### src/sv/scheme_literal_lexer_unit_defines.svh
// Assertion macros shared by the scheme literal lexer modules.
// Each macro expects clk and rst in scope at the point of use.
`ifndef SCHEME_LITERAL_LEXER_UNIT_DEFINES_SVH
`define SCHEME_LITERAL_LEXER_UNIT_DEFINES_SVH

// Same-cycle implication, checked out of reset.
`define SLX_ASSERT(lbl, prop, msg) \
  lbl: assert property (@(posedge clk) disable iff (rst) (prop)) else $error(msg);

// Condition in one cycle implies a condition in the next.
`define SLX_ASSERT_NEXT(lbl, cond, conseq, msg) \
  lbl: assert property (@(posedge clk) disable iff (rst) (cond) |=> (conseq)) else $error(msg);

`endif

### src/sv/slx_pkg.sv
// Package for the scheme literal lexer: item types, lexer modes, kind and error codes.
// No dependencies.
`timescale 1ns / 1ps

package slx_pkg;

  // Defaults for the top-level parameters
  localparam int STRING_MAX_DEF = 1024;
  localparam int FRAC_MAX_DEF   = 9;

  // Result bundles held between front and back
  localparam int QUEUE_DEPTH = 4;

  // Result kinds
  localparam logic [2:0] KIND_BOOL      = 3'd0;
  localparam logic [2:0] KIND_CHAR      = 3'd1;
  localparam logic [2:0] KIND_INT       = 3'd2;
  localparam logic [2:0] KIND_DECIMAL   = 3'd3;
  localparam logic [2:0] KIND_STR_CHAR  = 3'd4;
  localparam logic [2:0] KIND_STR_END   = 3'd5;
  localparam logic [2:0] KIND_EMPTY     = 3'd6;
  localparam logic [2:0] KIND_ERROR     = 3'd7;

  // Error codes
  localparam logic [3:0] ERR_BAD_HASH      = 4'd0;
  localparam logic [3:0] ERR_MISSING_QUOTE = 4'd1;
  localparam logic [3:0] ERR_CHAR_NO_DELIM = 4'd2;
  localparam logic [3:0] ERR_INCOMPLETE    = 4'd3;
  localparam logic [3:0] ERR_BAD_ESCAPE    = 4'd4;
  localparam logic [3:0] ERR_NUM_NO_DELIM  = 4'd5;
  localparam logic [3:0] ERR_UNTERMINATED  = 4'd6;
  localparam logic [3:0] ERR_TOO_LONG      = 4'd7;
  localparam logic [3:0] ERR_EXPECT_PAREN  = 4'd8;
  localparam logic [3:0] ERR_BAD_INPUT     = 4'd9;
  localparam logic [3:0] ERR_OVERFLOW      = 4'd10;

  // Lexer modes, one-hot
  typedef enum logic [13:0] {
    MODE_IDLE          = 14'b00000000000001,
    MODE_COMMENT       = 14'b00000000000010,
    MODE_HASH          = 14'b00000000000100,
    MODE_CH_OPEN       = 14'b00000000001000,
    MODE_CH_ESC        = 14'b00000000010000,
    MODE_CH_CLOSE      = 14'b00000000100000,
    MODE_CH_DELIM      = 14'b00000001000000,
    MODE_MINUS         = 14'b00000010000000,
    MODE_INT           = 14'b00000100000000,
    MODE_FRAC          = 14'b00001000000000,
    MODE_STR           = 14'b00010000000000,
    MODE_STR_ESC       = 14'b00100000000000,
    MODE_PAREN         = 14'b01000000000000,
    MODE_PAREN_COMMENT = 14'b10000000000000
  } lex_mode_t;

  // Input item
  typedef struct packed {
    logic [7:0] in_byte;
    logic       end_mark;
  } in_item_t;

  // Result item
  typedef struct packed {
    logic [2:0]         kind;
    logic signed [31:0] mantissa;
    logic [3:0]         frac_digits;
    logic [7:0]         char_value;
    logic [3:0]         err_code;
    logic               last_of_item;
  } out_item_t;

  // Results of one input item: one or two
  typedef struct packed {
    logic      two;
    out_item_t first;
    out_item_t second;
  } bundle_t;

  // Queue write from the front
  typedef struct packed {
    logic    push;
    bundle_t bundle;
  } queue_wr_t;

endpackage

### src/sv/slx_front.sv
// Lexer front: accepts input items, runs the token state machine, writes result bundles.
// Depends on slx_pkg and scheme_literal_lexer_unit_defines.svh.
`timescale 1ns / 1ps
`include "scheme_literal_lexer_unit_defines.svh"

module slx_front #(
  parameter int STRING_MAX = slx_pkg::STRING_MAX_DEF,
  parameter int FRAC_MAX   = slx_pkg::FRAC_MAX_DEF
) (
  input  logic               clk,
  input  logic               rst,
  input  logic               item_valid,
  input  slx_pkg::in_item_t  item,
  input  logic               queue_full,
  output slx_pkg::queue_wr_t queue_wr
);

  localparam int LEN_W = $clog2(STRING_MAX);
  localparam logic [LEN_W:0] STR_LIMIT = (LEN_W + 1)'(STRING_MAX);
  localparam logic [3:0]     FRAC_LIMIT = 4'(FRAC_MAX);

  // Character codes
  localparam logic [7:0] CH_NL     = 8'h0a;
  localparam logic [7:0] CH_TAB    = 8'h09;
  localparam logic [7:0] CH_CR     = 8'h0d;
  localparam logic [7:0] CH_SPACE  = 8'h20;
  localparam logic [7:0] CH_DQUOTE = 8'h22;
  localparam logic [7:0] CH_HASH   = 8'h23;
  localparam logic [7:0] CH_QUOTE  = 8'h27;
  localparam logic [7:0] CH_LPAR   = 8'h28;
  localparam logic [7:0] CH_RPAR   = 8'h29;
  localparam logic [7:0] CH_MINUS  = 8'h2d;
  localparam logic [7:0] CH_POINT  = 8'h2e;
  localparam logic [7:0] CH_ZERO   = 8'h30;
  localparam logic [7:0] CH_NINE   = 8'h39;
  localparam logic [7:0] CH_SEMI   = 8'h3b;
  localparam logic [7:0] CH_BSLASH = 8'h5c;
  localparam logic [7:0] CH_F      = 8'h66;
  localparam logic [7:0] CH_N      = 8'h6e;
  localparam logic [7:0] CH_T      = 8'h74;

  localparam logic [35:0] LIMIT_POS = 36'h07fffffff;
  localparam logic [35:0] LIMIT_NEG = 36'h080000000;

  function automatic slx_pkg::out_item_t make_res(logic [2:0] kind, logic [31:0] mant,
                                                  logic [3:0] frac, logic [7:0] ch,
                                                  logic [3:0] err);
    slx_pkg::out_item_t r;
    r.kind         = kind;
    r.mantissa     = mant;
    r.frac_digits  = frac;
    r.char_value   = ch;
    r.err_code     = err;
    r.last_of_item = 1'b0;
    return r;
  endfunction

  slx_pkg::lex_mode_t mode, mode_next;
  logic               negative, negative_next;
  logic [31:0]        accum, accum_next;
  logic [3:0]         frac_count, frac_count_next;
  logic [LEN_W-1:0]   string_length, string_length_next;
  logic [7:0]         held_char, held_char_next;

  logic [7:0]  b;
  logic        e;
  logic        accept;
  logic        is_sp, is_dg, is_dl;
  logic [3:0]  dval;
  logic [35:0] acc_wide, dig_val;
  logic        dig_ok;
  logic [31:0] signed_acc;
  logic        str_ok;
  logic [7:0]  esc_char;

  // Idle decode of the current byte
  slx_pkg::lex_mode_t id_mode;
  logic               id_fail, id_digit, id_str;

  logic               use_idle;
  logic [1:0]         n_res;
  slx_pkg::out_item_t res0, res1;

  assign b      = item.in_byte;
  assign e      = item.end_mark;
  assign accept = item_valid && !queue_full;

  // Byte classes
  assign is_sp = (b == CH_SPACE) || (b >= CH_TAB && b <= CH_CR);
  assign is_dg = (b >= CH_ZERO) && (b <= CH_NINE);
  assign is_dl = e || is_sp || b == CH_LPAR || b == CH_RPAR || b == CH_DQUOTE || b == CH_SEMI;
  assign dval  = b[3:0];

  // Next magnitude: accum * 10 + digit, checked against the signed limit
  assign acc_wide   = {4'b0000, accum};
  assign dig_val    = (acc_wide << 3) + (acc_wide << 1) + {32'd0, dval};
  assign dig_ok     = dig_val <= (negative ? LIMIT_NEG : LIMIT_POS);
  assign signed_acc = negative ? (32'd0 - accum) : accum;

  assign str_ok   = ({1'b0, string_length} + (LEN_W + 1)'(1)) < STR_LIMIT;
  assign esc_char = (b == CH_N) ? CH_NL : b;

  // What an idle lexer does with this byte
  always_comb begin
    id_mode  = slx_pkg::MODE_IDLE;
    id_fail  = 1'b0;
    id_digit = 1'b0;
    id_str   = 1'b0;
    if (e || is_sp) begin
      id_mode = slx_pkg::MODE_IDLE;
    end else if (b == CH_SEMI) begin
      id_mode = slx_pkg::MODE_COMMENT;
    end else if (b == CH_HASH) begin
      id_mode = slx_pkg::MODE_HASH;
    end else if (is_dg) begin
      id_mode  = slx_pkg::MODE_INT;
      id_digit = 1'b1;
    end else if (b == CH_MINUS) begin
      id_mode = slx_pkg::MODE_MINUS;
    end else if (b == CH_DQUOTE) begin
      id_mode = slx_pkg::MODE_STR;
      id_str  = 1'b1;
    end else if (b == CH_LPAR) begin
      id_mode = slx_pkg::MODE_PAREN;
    end else begin
      id_fail = 1'b1;
    end
  end

  // Token state machine
  always_comb begin
    mode_next          = mode;
    negative_next      = negative;
    accum_next         = accum;
    frac_count_next    = frac_count;
    string_length_next = string_length;
    held_char_next     = held_char;
    use_idle           = 1'b0;
    n_res              = 2'd0;
    res0               = make_res(slx_pkg::KIND_BOOL, 32'd0, 4'd0, 8'd0, 4'd0);
    res1               = make_res(slx_pkg::KIND_BOOL, 32'd0, 4'd0, 8'd0, 4'd0);

    case (mode)
      slx_pkg::MODE_COMMENT: begin
        if (e || b == CH_NL) mode_next = slx_pkg::MODE_IDLE;
      end
      slx_pkg::MODE_HASH: begin
        if (!e && b == CH_T) begin
          mode_next = slx_pkg::MODE_IDLE;
          res0      = make_res(slx_pkg::KIND_BOOL, 32'd0, 4'd0, 8'd1, 4'd0);
          n_res     = 2'd1;
        end else if (!e && b == CH_F) begin
          mode_next = slx_pkg::MODE_IDLE;
          res0      = make_res(slx_pkg::KIND_BOOL, 32'd0, 4'd0, 8'd0, 4'd0);
          n_res     = 2'd1;
        end else if (!e && b == CH_QUOTE) begin
          mode_next = slx_pkg::MODE_CH_OPEN;
        end else begin
          mode_next = slx_pkg::MODE_IDLE;
          res0      = make_res(slx_pkg::KIND_ERROR, 32'd0, 4'd0, 8'd0, slx_pkg::ERR_BAD_HASH);
          n_res     = 2'd1;
        end
      end
      slx_pkg::MODE_CH_OPEN: begin
        if (e) begin
          mode_next = slx_pkg::MODE_IDLE;
          res0 = make_res(slx_pkg::KIND_ERROR, 32'd0, 4'd0, 8'd0, slx_pkg::ERR_INCOMPLETE);
          n_res = 2'd1;
        end else if (b == CH_BSLASH) begin
          mode_next = slx_pkg::MODE_CH_ESC;
        end else begin
          held_char_next = b;
          mode_next      = slx_pkg::MODE_CH_CLOSE;
        end
      end
      slx_pkg::MODE_CH_ESC: begin
        if (!e && b == CH_N) begin
          held_char_next = CH_NL;
          mode_next      = slx_pkg::MODE_CH_CLOSE;
        end else begin
          mode_next = slx_pkg::MODE_IDLE;
          res0 = make_res(slx_pkg::KIND_ERROR, 32'd0, 4'd0, 8'd0, slx_pkg::ERR_BAD_ESCAPE);
          n_res = 2'd1;
        end
      end
      slx_pkg::MODE_CH_CLOSE: begin
        if (!e && b == CH_QUOTE) begin
          mode_next = slx_pkg::MODE_CH_DELIM;
        end else begin
          mode_next = slx_pkg::MODE_IDLE;
          res0 = make_res(slx_pkg::KIND_ERROR, 32'd0, 4'd0, 8'd0, slx_pkg::ERR_MISSING_QUOTE);
          n_res = 2'd1;
        end
      end
      slx_pkg::MODE_CH_DELIM: begin
        if (is_dl) begin
          res0     = make_res(slx_pkg::KIND_CHAR, 32'd0, 4'd0, held_char, 4'd0);
          n_res    = 2'd1;
          use_idle = 1'b1;
        end else begin
          mode_next = slx_pkg::MODE_IDLE;
          res0 = make_res(slx_pkg::KIND_ERROR, 32'd0, 4'd0, 8'd0, slx_pkg::ERR_CHAR_NO_DELIM);
          n_res = 2'd1;
        end
      end
      slx_pkg::MODE_MINUS: begin
        if (!e && is_dg) begin
          negative_next   = 1'b1;
          accum_next      = {28'd0, dval};
          frac_count_next = 4'd0;
          mode_next       = slx_pkg::MODE_INT;
        end else begin
          mode_next = slx_pkg::MODE_IDLE;
          res0 = make_res(slx_pkg::KIND_ERROR, 32'd0, 4'd0, 8'd0, slx_pkg::ERR_BAD_INPUT);
          n_res = 2'd1;
        end
      end
      slx_pkg::MODE_INT: begin
        if (!e && is_dg) begin
          if (dig_ok) begin
            accum_next = dig_val[31:0];
          end else begin
            mode_next = slx_pkg::MODE_IDLE;
            res0 = make_res(slx_pkg::KIND_ERROR, 32'd0, 4'd0, 8'd0, slx_pkg::ERR_OVERFLOW);
            n_res = 2'd1;
          end
        end else if (!e && b == CH_POINT) begin
          frac_count_next = 4'd0;
          mode_next       = slx_pkg::MODE_FRAC;
        end else if (is_dl) begin
          res0     = make_res(slx_pkg::KIND_INT, signed_acc, 4'd0, 8'd0, 4'd0);
          n_res    = 2'd1;
          use_idle = 1'b1;
        end else begin
          mode_next = slx_pkg::MODE_IDLE;
          res0 = make_res(slx_pkg::KIND_ERROR, 32'd0, 4'd0, 8'd0, slx_pkg::ERR_NUM_NO_DELIM);
          n_res = 2'd1;
        end
      end
      slx_pkg::MODE_FRAC: begin
        if (!e && is_dg) begin
          // digits past the fraction limit are dropped
          if (frac_count < FRAC_LIMIT) begin
            if (dig_ok) begin
              accum_next      = dig_val[31:0];
              frac_count_next = frac_count + 4'd1;
            end else begin
              mode_next = slx_pkg::MODE_IDLE;
              res0 = make_res(slx_pkg::KIND_ERROR, 32'd0, 4'd0, 8'd0, slx_pkg::ERR_OVERFLOW);
              n_res = 2'd1;
            end
          end
        end else if (is_dl) begin
          res0     = make_res(slx_pkg::KIND_DECIMAL, signed_acc, frac_count, 8'd0, 4'd0);
          n_res    = 2'd1;
          use_idle = 1'b1;
        end else begin
          mode_next = slx_pkg::MODE_IDLE;
          res0 = make_res(slx_pkg::KIND_ERROR, 32'd0, 4'd0, 8'd0, slx_pkg::ERR_NUM_NO_DELIM);
          n_res = 2'd1;
        end
      end
      slx_pkg::MODE_STR, slx_pkg::MODE_STR_ESC: begin
        if (e) begin
          mode_next = slx_pkg::MODE_IDLE;
          res0 = make_res(slx_pkg::KIND_ERROR, 32'd0, 4'd0, 8'd0, slx_pkg::ERR_UNTERMINATED);
          n_res = 2'd1;
        end else if (mode == slx_pkg::MODE_STR && b == CH_DQUOTE) begin
          mode_next = slx_pkg::MODE_IDLE;
          res0      = make_res(slx_pkg::KIND_STR_END, 32'd0, 4'd0, 8'd0, 4'd0);
          n_res     = 2'd1;
        end else if (mode == slx_pkg::MODE_STR && b == CH_BSLASH) begin
          mode_next = slx_pkg::MODE_STR_ESC;
        end else if (!str_ok) begin
          mode_next = slx_pkg::MODE_IDLE;
          res0 = make_res(slx_pkg::KIND_ERROR, 32'd0, 4'd0, 8'd0, slx_pkg::ERR_TOO_LONG);
          n_res = 2'd1;
        end else begin
          string_length_next = string_length + LEN_W'(1);
          mode_next          = slx_pkg::MODE_STR;
          res0 = make_res(slx_pkg::KIND_STR_CHAR, 32'd0, 4'd0,
                          (mode == slx_pkg::MODE_STR_ESC) ? esc_char : b, 4'd0);
          n_res = 2'd1;
        end
      end
      slx_pkg::MODE_PAREN: begin
        if (!e && is_sp) begin
          mode_next = slx_pkg::MODE_PAREN;
        end else if (!e && b == CH_SEMI) begin
          mode_next = slx_pkg::MODE_PAREN_COMMENT;
        end else if (!e && b == CH_RPAR) begin
          mode_next = slx_pkg::MODE_IDLE;
          res0      = make_res(slx_pkg::KIND_EMPTY, 32'd0, 4'd0, 8'd0, 4'd0);
          n_res     = 2'd1;
        end else begin
          mode_next = slx_pkg::MODE_IDLE;
          res0 = make_res(slx_pkg::KIND_ERROR, 32'd0, 4'd0, 8'd0, slx_pkg::ERR_EXPECT_PAREN);
          n_res = 2'd1;
        end
      end
      slx_pkg::MODE_PAREN_COMMENT: begin
        if (e) begin
          mode_next = slx_pkg::MODE_IDLE;
          res0 = make_res(slx_pkg::KIND_ERROR, 32'd0, 4'd0, 8'd0, slx_pkg::ERR_EXPECT_PAREN);
          n_res = 2'd1;
        end else if (b == CH_NL) begin
          mode_next = slx_pkg::MODE_PAREN;
        end
      end
      default: begin
        use_idle = 1'b1;
      end
    endcase

    // Delimiter after a token, or a plain idle byte, starts the next token
    if (use_idle) begin
      mode_next = id_mode;
      if (id_digit) begin
        negative_next   = 1'b0;
        accum_next      = {28'd0, dval};
        frac_count_next = 4'd0;
      end
      if (id_str) string_length_next = '0;
      if (id_fail) begin
        if (n_res == 2'd0) begin
          res0  = make_res(slx_pkg::KIND_ERROR, 32'd0, 4'd0, 8'd0, slx_pkg::ERR_BAD_INPUT);
          n_res = 2'd1;
        end else begin
          res1  = make_res(slx_pkg::KIND_ERROR, 32'd0, 4'd0, 8'd0, slx_pkg::ERR_BAD_INPUT);
          n_res = 2'd2;
        end
      end
    end

    // Mark the final result of the item
    if (n_res == 2'd1) res0.last_of_item = 1'b1;
    if (n_res == 2'd2) res1.last_of_item = 1'b1;
  end

  // Bundle to the queue
  always_comb begin
    queue_wr.push          = accept && (n_res != 2'd0);
    queue_wr.bundle.two    = (n_res == 2'd2);
    queue_wr.bundle.first  = res0;
    queue_wr.bundle.second = res1;
  end

  // State registers
  always_ff @(posedge clk) begin
    if (rst) begin
      mode          <= slx_pkg::MODE_IDLE;
      negative      <= 1'b0;
      accum         <= 32'd0;
      frac_count    <= 4'd0;
      string_length <= '0;
      held_char     <= 8'd0;
    end else if (accept) begin
      mode          <= mode_next;
      negative      <= negative_next;
      accum         <= accum_next;
      frac_count    <= frac_count_next;
      string_length <= string_length_next;
      held_char     <= held_char_next;
    end
  end

  // A second result is only ever the error after a finished token
  `SLX_ASSERT(a_second_is_error, (queue_wr.push && queue_wr.bundle.two) |-> (queue_wr.bundle.second.kind == slx_pkg::KIND_ERROR), "second result of an item is not an error")
  // A positive magnitude never reaches bit 31
  `SLX_ASSERT(a_pos_magnitude, ((mode == slx_pkg::MODE_INT || mode == slx_pkg::MODE_FRAC) && !negative) |-> !accum[31], "positive magnitude above limit")

endmodule

### src/sv/slx_back.sv
// Lexer back: bundle queue and result serializer toward the token channel.
// Depends on slx_pkg and scheme_literal_lexer_unit_defines.svh.
`timescale 1ns / 1ps
`include "scheme_literal_lexer_unit_defines.svh"

module slx_back (
  input  logic                clk,
  input  logic                rst,
  input  slx_pkg::queue_wr_t  queue_wr,
  output logic                queue_full,
  output logic                token_valid,
  input  logic                token_stall,
  output slx_pkg::out_item_t  token
);

  localparam int QW = $clog2(slx_pkg::QUEUE_DEPTH);
  localparam logic [QW:0] DEPTH = (QW + 1)'(slx_pkg::QUEUE_DEPTH);

  slx_pkg::bundle_t q [slx_pkg::QUEUE_DEPTH];
  logic [QW-1:0]    wr_ptr, rd_ptr;
  logic [QW:0]      count;
  logic             sub;
  slx_pkg::bundle_t head;
  logic             pop;
  logic             push;

  assign head        = q[rd_ptr];
  assign push        = queue_wr.push;
  assign queue_full  = (count == DEPTH);
  assign token_valid = (count != '0);
  assign token       = sub ? head.second : head.first;
  // Bundle leaves once its last result is taken
  assign pop = token_valid && !token_stall && (sub || !head.two);

  // Bundle storage
  always_ff @(posedge clk) begin
    if (push) q[wr_ptr] <= queue_wr.bundle;
  end

  // Pointers, fill count and result select
  always_ff @(posedge clk) begin
    if (rst) begin
      wr_ptr <= '0;
      rd_ptr <= '0;
      count  <= '0;
      sub    <= 1'b0;
    end else begin
      if (push) wr_ptr <= wr_ptr + QW'(1);
      if (pop) rd_ptr <= rd_ptr + QW'(1);
      count <= count + (QW + 1)'(push) - (QW + 1)'(pop);
      if (pop) begin
        sub <= 1'b0;
      end else if (token_valid && !token_stall) begin
        sub <= 1'b1;
      end
    end
  end

  `SLX_ASSERT(a_no_push_full, push |-> !queue_full, "bundle written into a full queue")
  `SLX_ASSERT(a_sub_needs_two, sub |-> (token_valid && head.two), "second result selected on a one-result bundle")
  `SLX_ASSERT(a_last_matches, token_valid |-> (token.last_of_item == (sub || !head.two)), "last_of_item disagrees with bundle position")
  `SLX_ASSERT_NEXT(a_count_bound, 1'b1, count <= DEPTH, "queue count beyond depth")

endmodule

### src/sv/scheme_literal_lexer_unit.sv
// Latency: a result is offered the cycle after its item is accepted, if the queue is empty.
// Throughput: one item per cycle unless stalled; two results share the token channel in turn.
// The input side stalls only when all four bundle slots of the front/back queue are full.
// Items that cause no result (whitespace, comments, token prefixes) take no slot.
// Reset (synchronous, active high) returns the lexer to idle and empties the queue.
// Top level: lexer front, bundle queue and serializer; depends on slx_pkg, slx_front, slx_back.
`timescale 1ns / 1ps

module scheme_literal_lexer_unit #(
  parameter int STRING_MAX = slx_pkg::STRING_MAX_DEF,
  parameter int FRAC_MAX   = slx_pkg::FRAC_MAX_DEF
) (
  input  logic               clk,
  input  logic               rst,
  input  logic               item_valid,
  output logic               item_stall,
  input  slx_pkg::in_item_t  item,
  output logic               token_valid,
  input  logic               token_stall,
  output slx_pkg::out_item_t token
);

  slx_pkg::queue_wr_t queue_wr;
  logic               queue_full;

  assign item_stall = queue_full;

  slx_front #(
    .STRING_MAX(STRING_MAX),
    .FRAC_MAX  (FRAC_MAX)
  ) u_front (
    .clk       (clk),
    .rst       (rst),
    .item_valid(item_valid),
    .item      (item),
    .queue_full(queue_full),
    .queue_wr  (queue_wr)
  );

  slx_back u_back (
    .clk        (clk),
    .rst        (rst),
    .queue_wr   (queue_wr),
    .queue_full (queue_full),
    .token_valid(token_valid),
    .token_stall(token_stall),
    .token      (token)
  );

endmodule
### config.mk
export PLATFORM = sky130hd
export DESIGN_NAME = scheme_literal_lexer_unit
export DESIGN_NICKNAME = d
export VERILOG_FILES = /design/src/sv/slx_pkg.sv /design/src/sv/slx_front.sv /design/src/sv/slx_back.sv /design/src/sv/scheme_literal_lexer_unit.sv
export VERILOG_INCLUDE_DIRS = /design/src /design/src/sv
export SDC_FILE = /design/constraint.sdc
export NUM_CORES = 1
export LEC_CHECK = 0
export BUFFER_PORTS_ARGS = -buffer_cell sky130_fd_sc_hd__buf_2
export CORE_ASPECT_RATIO = 0.7
export CORE_UTILIZATION = 63
export CTS_BUF_LIST = sky130_fd_sc_hd__clkbuf_16
export DETAILED_ROUTE_END_ITERATION = 8
export GPL_TIMING_DRIVEN = 0
export PLACE_DENSITY = 0.81
export RECOVER_POWER = 25
export SLEW_MARGIN = 10
export SYNTH_ARGS = -nofsm -noshare
export SYNTH_HDL_FRONTEND = slang
export SYNTH_SLANG_ARGS = --single-unit
### constraint.sdc
create_clock -name clk -period 10.7 [get_ports clk]
set_input_delay 1.07 -clock clk [delete_from_list [all_inputs] [get_ports clk]]
set_output_delay 1.07 -clock clk [all_outputs]
set_load 0.01 [all_outputs]
==> impl_metrics.tcl <==
set metrics [dict create \
    grt_max_degree 55 \
    arrival_ps 9110 \
    syn-num-nets 1640 \
    endpoint_kind "flip-flop" \
    worst_path_most_repeated_cell "ha_1" \
    startpoint_type "input pin" \
    firstDrtPassIters 6 \
    skew_ps 20.83 \
    post-place-ws_ps 1682 \
    power_density_nw_per_um2 153.7 \
    cp.required_ps 11120 \
    syn_area_per_cell_um2 11.13 \
    clkTransAtPathRegs_ps 60 \
    io_buffers 63 \
    dieHeight_um 139.0 \
    gp_congestion 1.020 \
    synth_top_cell_by_area "edfxtp_1" \
    crit_type "in -> reg" \
    num-nets-final 1733 \
    route.vias.total 13530 \
    post-place-cells 1938 \
    fp.coreArea_um2 25990 \
    insertion_delay_ps 580 \
    worst_slack_ps 2014 \
    ff2ff_setup_slack_ps 2140 \
    antenna_left 0 \
    cpLargestDelayFamily "compound AO/OA/AOI/OAI gates" \
    stdcell_count 1990 \
    worst_slew_pin_slew_ps 1369 \
    crit_buf_inv 4 \
    max_slew_margin_pct 7.894 \
    drt_iter0_drc 1796 \
    wire_per_inst_um 23.84 \
    ys_top_cells_by_area "edfxtp_1, dfxtp_1, ha_1" \
    h-tree-depth 1 \
    ys_types 86 \
    max_freq_mhz 115.1 \
    seq_area_frac_synth_pct 47.75 \
    async_flop_share_pct 0 \
    status "finished, final reports clean" \
    finalSetupViolations 0 \
    clockBufferDepth 3 \
    fin_tns_setup_ps 0 \
    dpl.hpwl_um 32620 \
    p_total_mw 2.857 \
    whs_ps 456.7 \
    ys_ff_latch 295 \
    hold_viol_final 0 \
    synthCells 1518 \
    grt-ovfl-total 0 \
    layout-drive-gt1-share_pct 12.25 \
    cts.sinks 295 \
    postCtsHoldBufs 0 \
    p_leak_nw 7.032 \
    fp.dieW_um 197.7 \
    holdCritPathClass "reg -> reg" \
    cp_max_fo 8 \
    row_count 49 \
    synth_top_area_share_pct 38.39 \
    cts_inserted_buffers 28 \
    synth_area_um2 16900 \
    grt_pass1_wl_um 72480 \
    io_pins 67 \
    syn_to_final_growth_pct 9.996 \
    synth_edf_count 216 \
    initial_core_util_pct 65.00 \
    filler_cell_count 1822 \
    finalWirelength_um 47450 \
    cts_setup_buffers 0 \
    die_area_um2 27490 \
    yosysWarnings 0 \
    cts_root_buf "clkbuf_16" \
    drt_drc_violations_left 0 \
    max-vdd-ir-drop_mv 0.1260 \
    critPathMaxStageDelay_ps 950 \
    cts_tree "done" \
    routed_via_density 6.801 \
    antenna_found_initial 2 \
    grt_setup_unrepaired "false" \
    drv_slew 0 \
    drv_cap 0 \
    fin_crit_ps 8686 \
    synth_ff_type "edfxtp_1" \
    final.period_utilization_pct 81.18 \
    grt_pass1_vias 12570 \
    cts_resized 0 \
    grtUsageTotal_pct 34.54 \
    critPathSlowestCell "o311ai_0" \
]
## registers in the layout (all words and copies together), names as in the netlist, 2 cells and up, named ones only
signal                 count
u_front.accum             32
u_back.q                 216
u_front.frac_count         4
u_back.rd_ptr              2
u_front.held_char          8
u_front.mode              14
u_back.wr_ptr              2
u_back.count               3
u_front.string_length     10
## worst register-to-register path: cells and delay by family, from the launching register on
kind            cells  cell delay (ps)
xor+xnor            1              170
flops               1              560
fa+ha+maj           7             2680
simple gates        5             1150
buf+inv             3              230
compound gates     13             3640
## cell usage after synthesis (40+ instances only)
library cell / instances
a21oi_1: 84
and2_1: 59
clkbuf_1: 60
dfxtp_1: 79
edfxtp_1: 216
ha_1: 106
inv_1: 40
mux4_2: 54
nand2_1: 94
nand3_1: 47
nor2_1: 129
o21ai_0: 69
## power breakdown
group | switching (mW) | internal, mW
registers | 0.0208 | 1.26
clock network | 0.459 | 0.557
logic | 0.317 | 0.238
total | 0.797 | 2.06
## cell usage in the layout, fill, tap and decap left out, types with 5 or more instances in the layout
cell         n
xor2_1      39
a21o_1      17
clkinv_2     6
ha_1       106
edfxtp_1   216
mux4_2      54
nor3b_1      8
buf_2       68
clkinv_1     8
o31ai_1     13
dfxtp_1     79
nand2_1     94
or3_1       12
a21oi_1     84
nor2_1     129
o21ai_0     69
inv_1       41
nand2b_1    20
o211ai_1    12
xnor2_1     29
a31o_2       5
mux2i_1      5
a22o_1      34
a211o_1      5
a32o_1       5
o21bai_1     6
nor3_1      30
a31oi_1      8
o21a_1       8
a211oi_1     5
clkbuf_16   28
and2_1      53
clkbuf_1    67
nand4_1     38
nand3_1     47
or4_1        9
nor2b_1     23
nor4_1      21
and3_1      12
## kinds of logic after synthesis
kind of cell,after synthesis,share of synthesized area [%]
AOI/OAI and AO/OA,330,13.17
muxes,64,7.871
adders and majority gates,109,8.204
buffers and inverters,119,2.806
and+or+nand+nor,533,16.68
xor gates and xnor gates,68,3.525
DFF,295,47.75
## final timing paths
path | start | depth (start not counted) | to
setup / recovery | item[4] | 30 | u_back.count[2]
hold / removal | u_front.held_char[0] | 2 | u_front.held_char[0]
setup reg to reg | u_front.accum[2] | 29 | u_back.count[2]
hold reg to reg | u_front.held_char[0] | 2 | u_front.held_char[0]
## routing by layer
| layer | routed length (um) | global-route usage [%] | share of wire [%] |
|---|---|---|---|
| met1 | 20510 | 53.70 | 43 |
| met4 | 979 | 8.201 | 2.1 |
| met5 | 12 | 0 | 0.025 |
| met2 | 20270 | 49.98 | 43 |
| met3 | 5674 | 6.299 | 12 |
## through the flow
| stage | area [um^2] | util, % |
|---|---|---|
| floorplan | 16900 | - |
| detailed placement | 17670 | 67.97 |
| finish | 18590 | 71.50 |
| global route | 18580 | 71.49 |
| global placement | 17660 | 67.93 |
| CTS | 18600 | 71.54 |
## final cells by class
cell class,instances,area [um^2],area share (%)
multi-input combinational,1104,8359,44.97
sequential,295,8068,43.41
clock buffer,28,700.7,3.770
tap,357,446.7,2.403
buffer,78,319.1,1.717
timing repair buffer,63,310.3,1.669
clock inverter,23,226.5,1.218
inverter,41,153.9,0.8280
antenna,1,2.502,0.01346
Power figures use the tool's default switching activity.
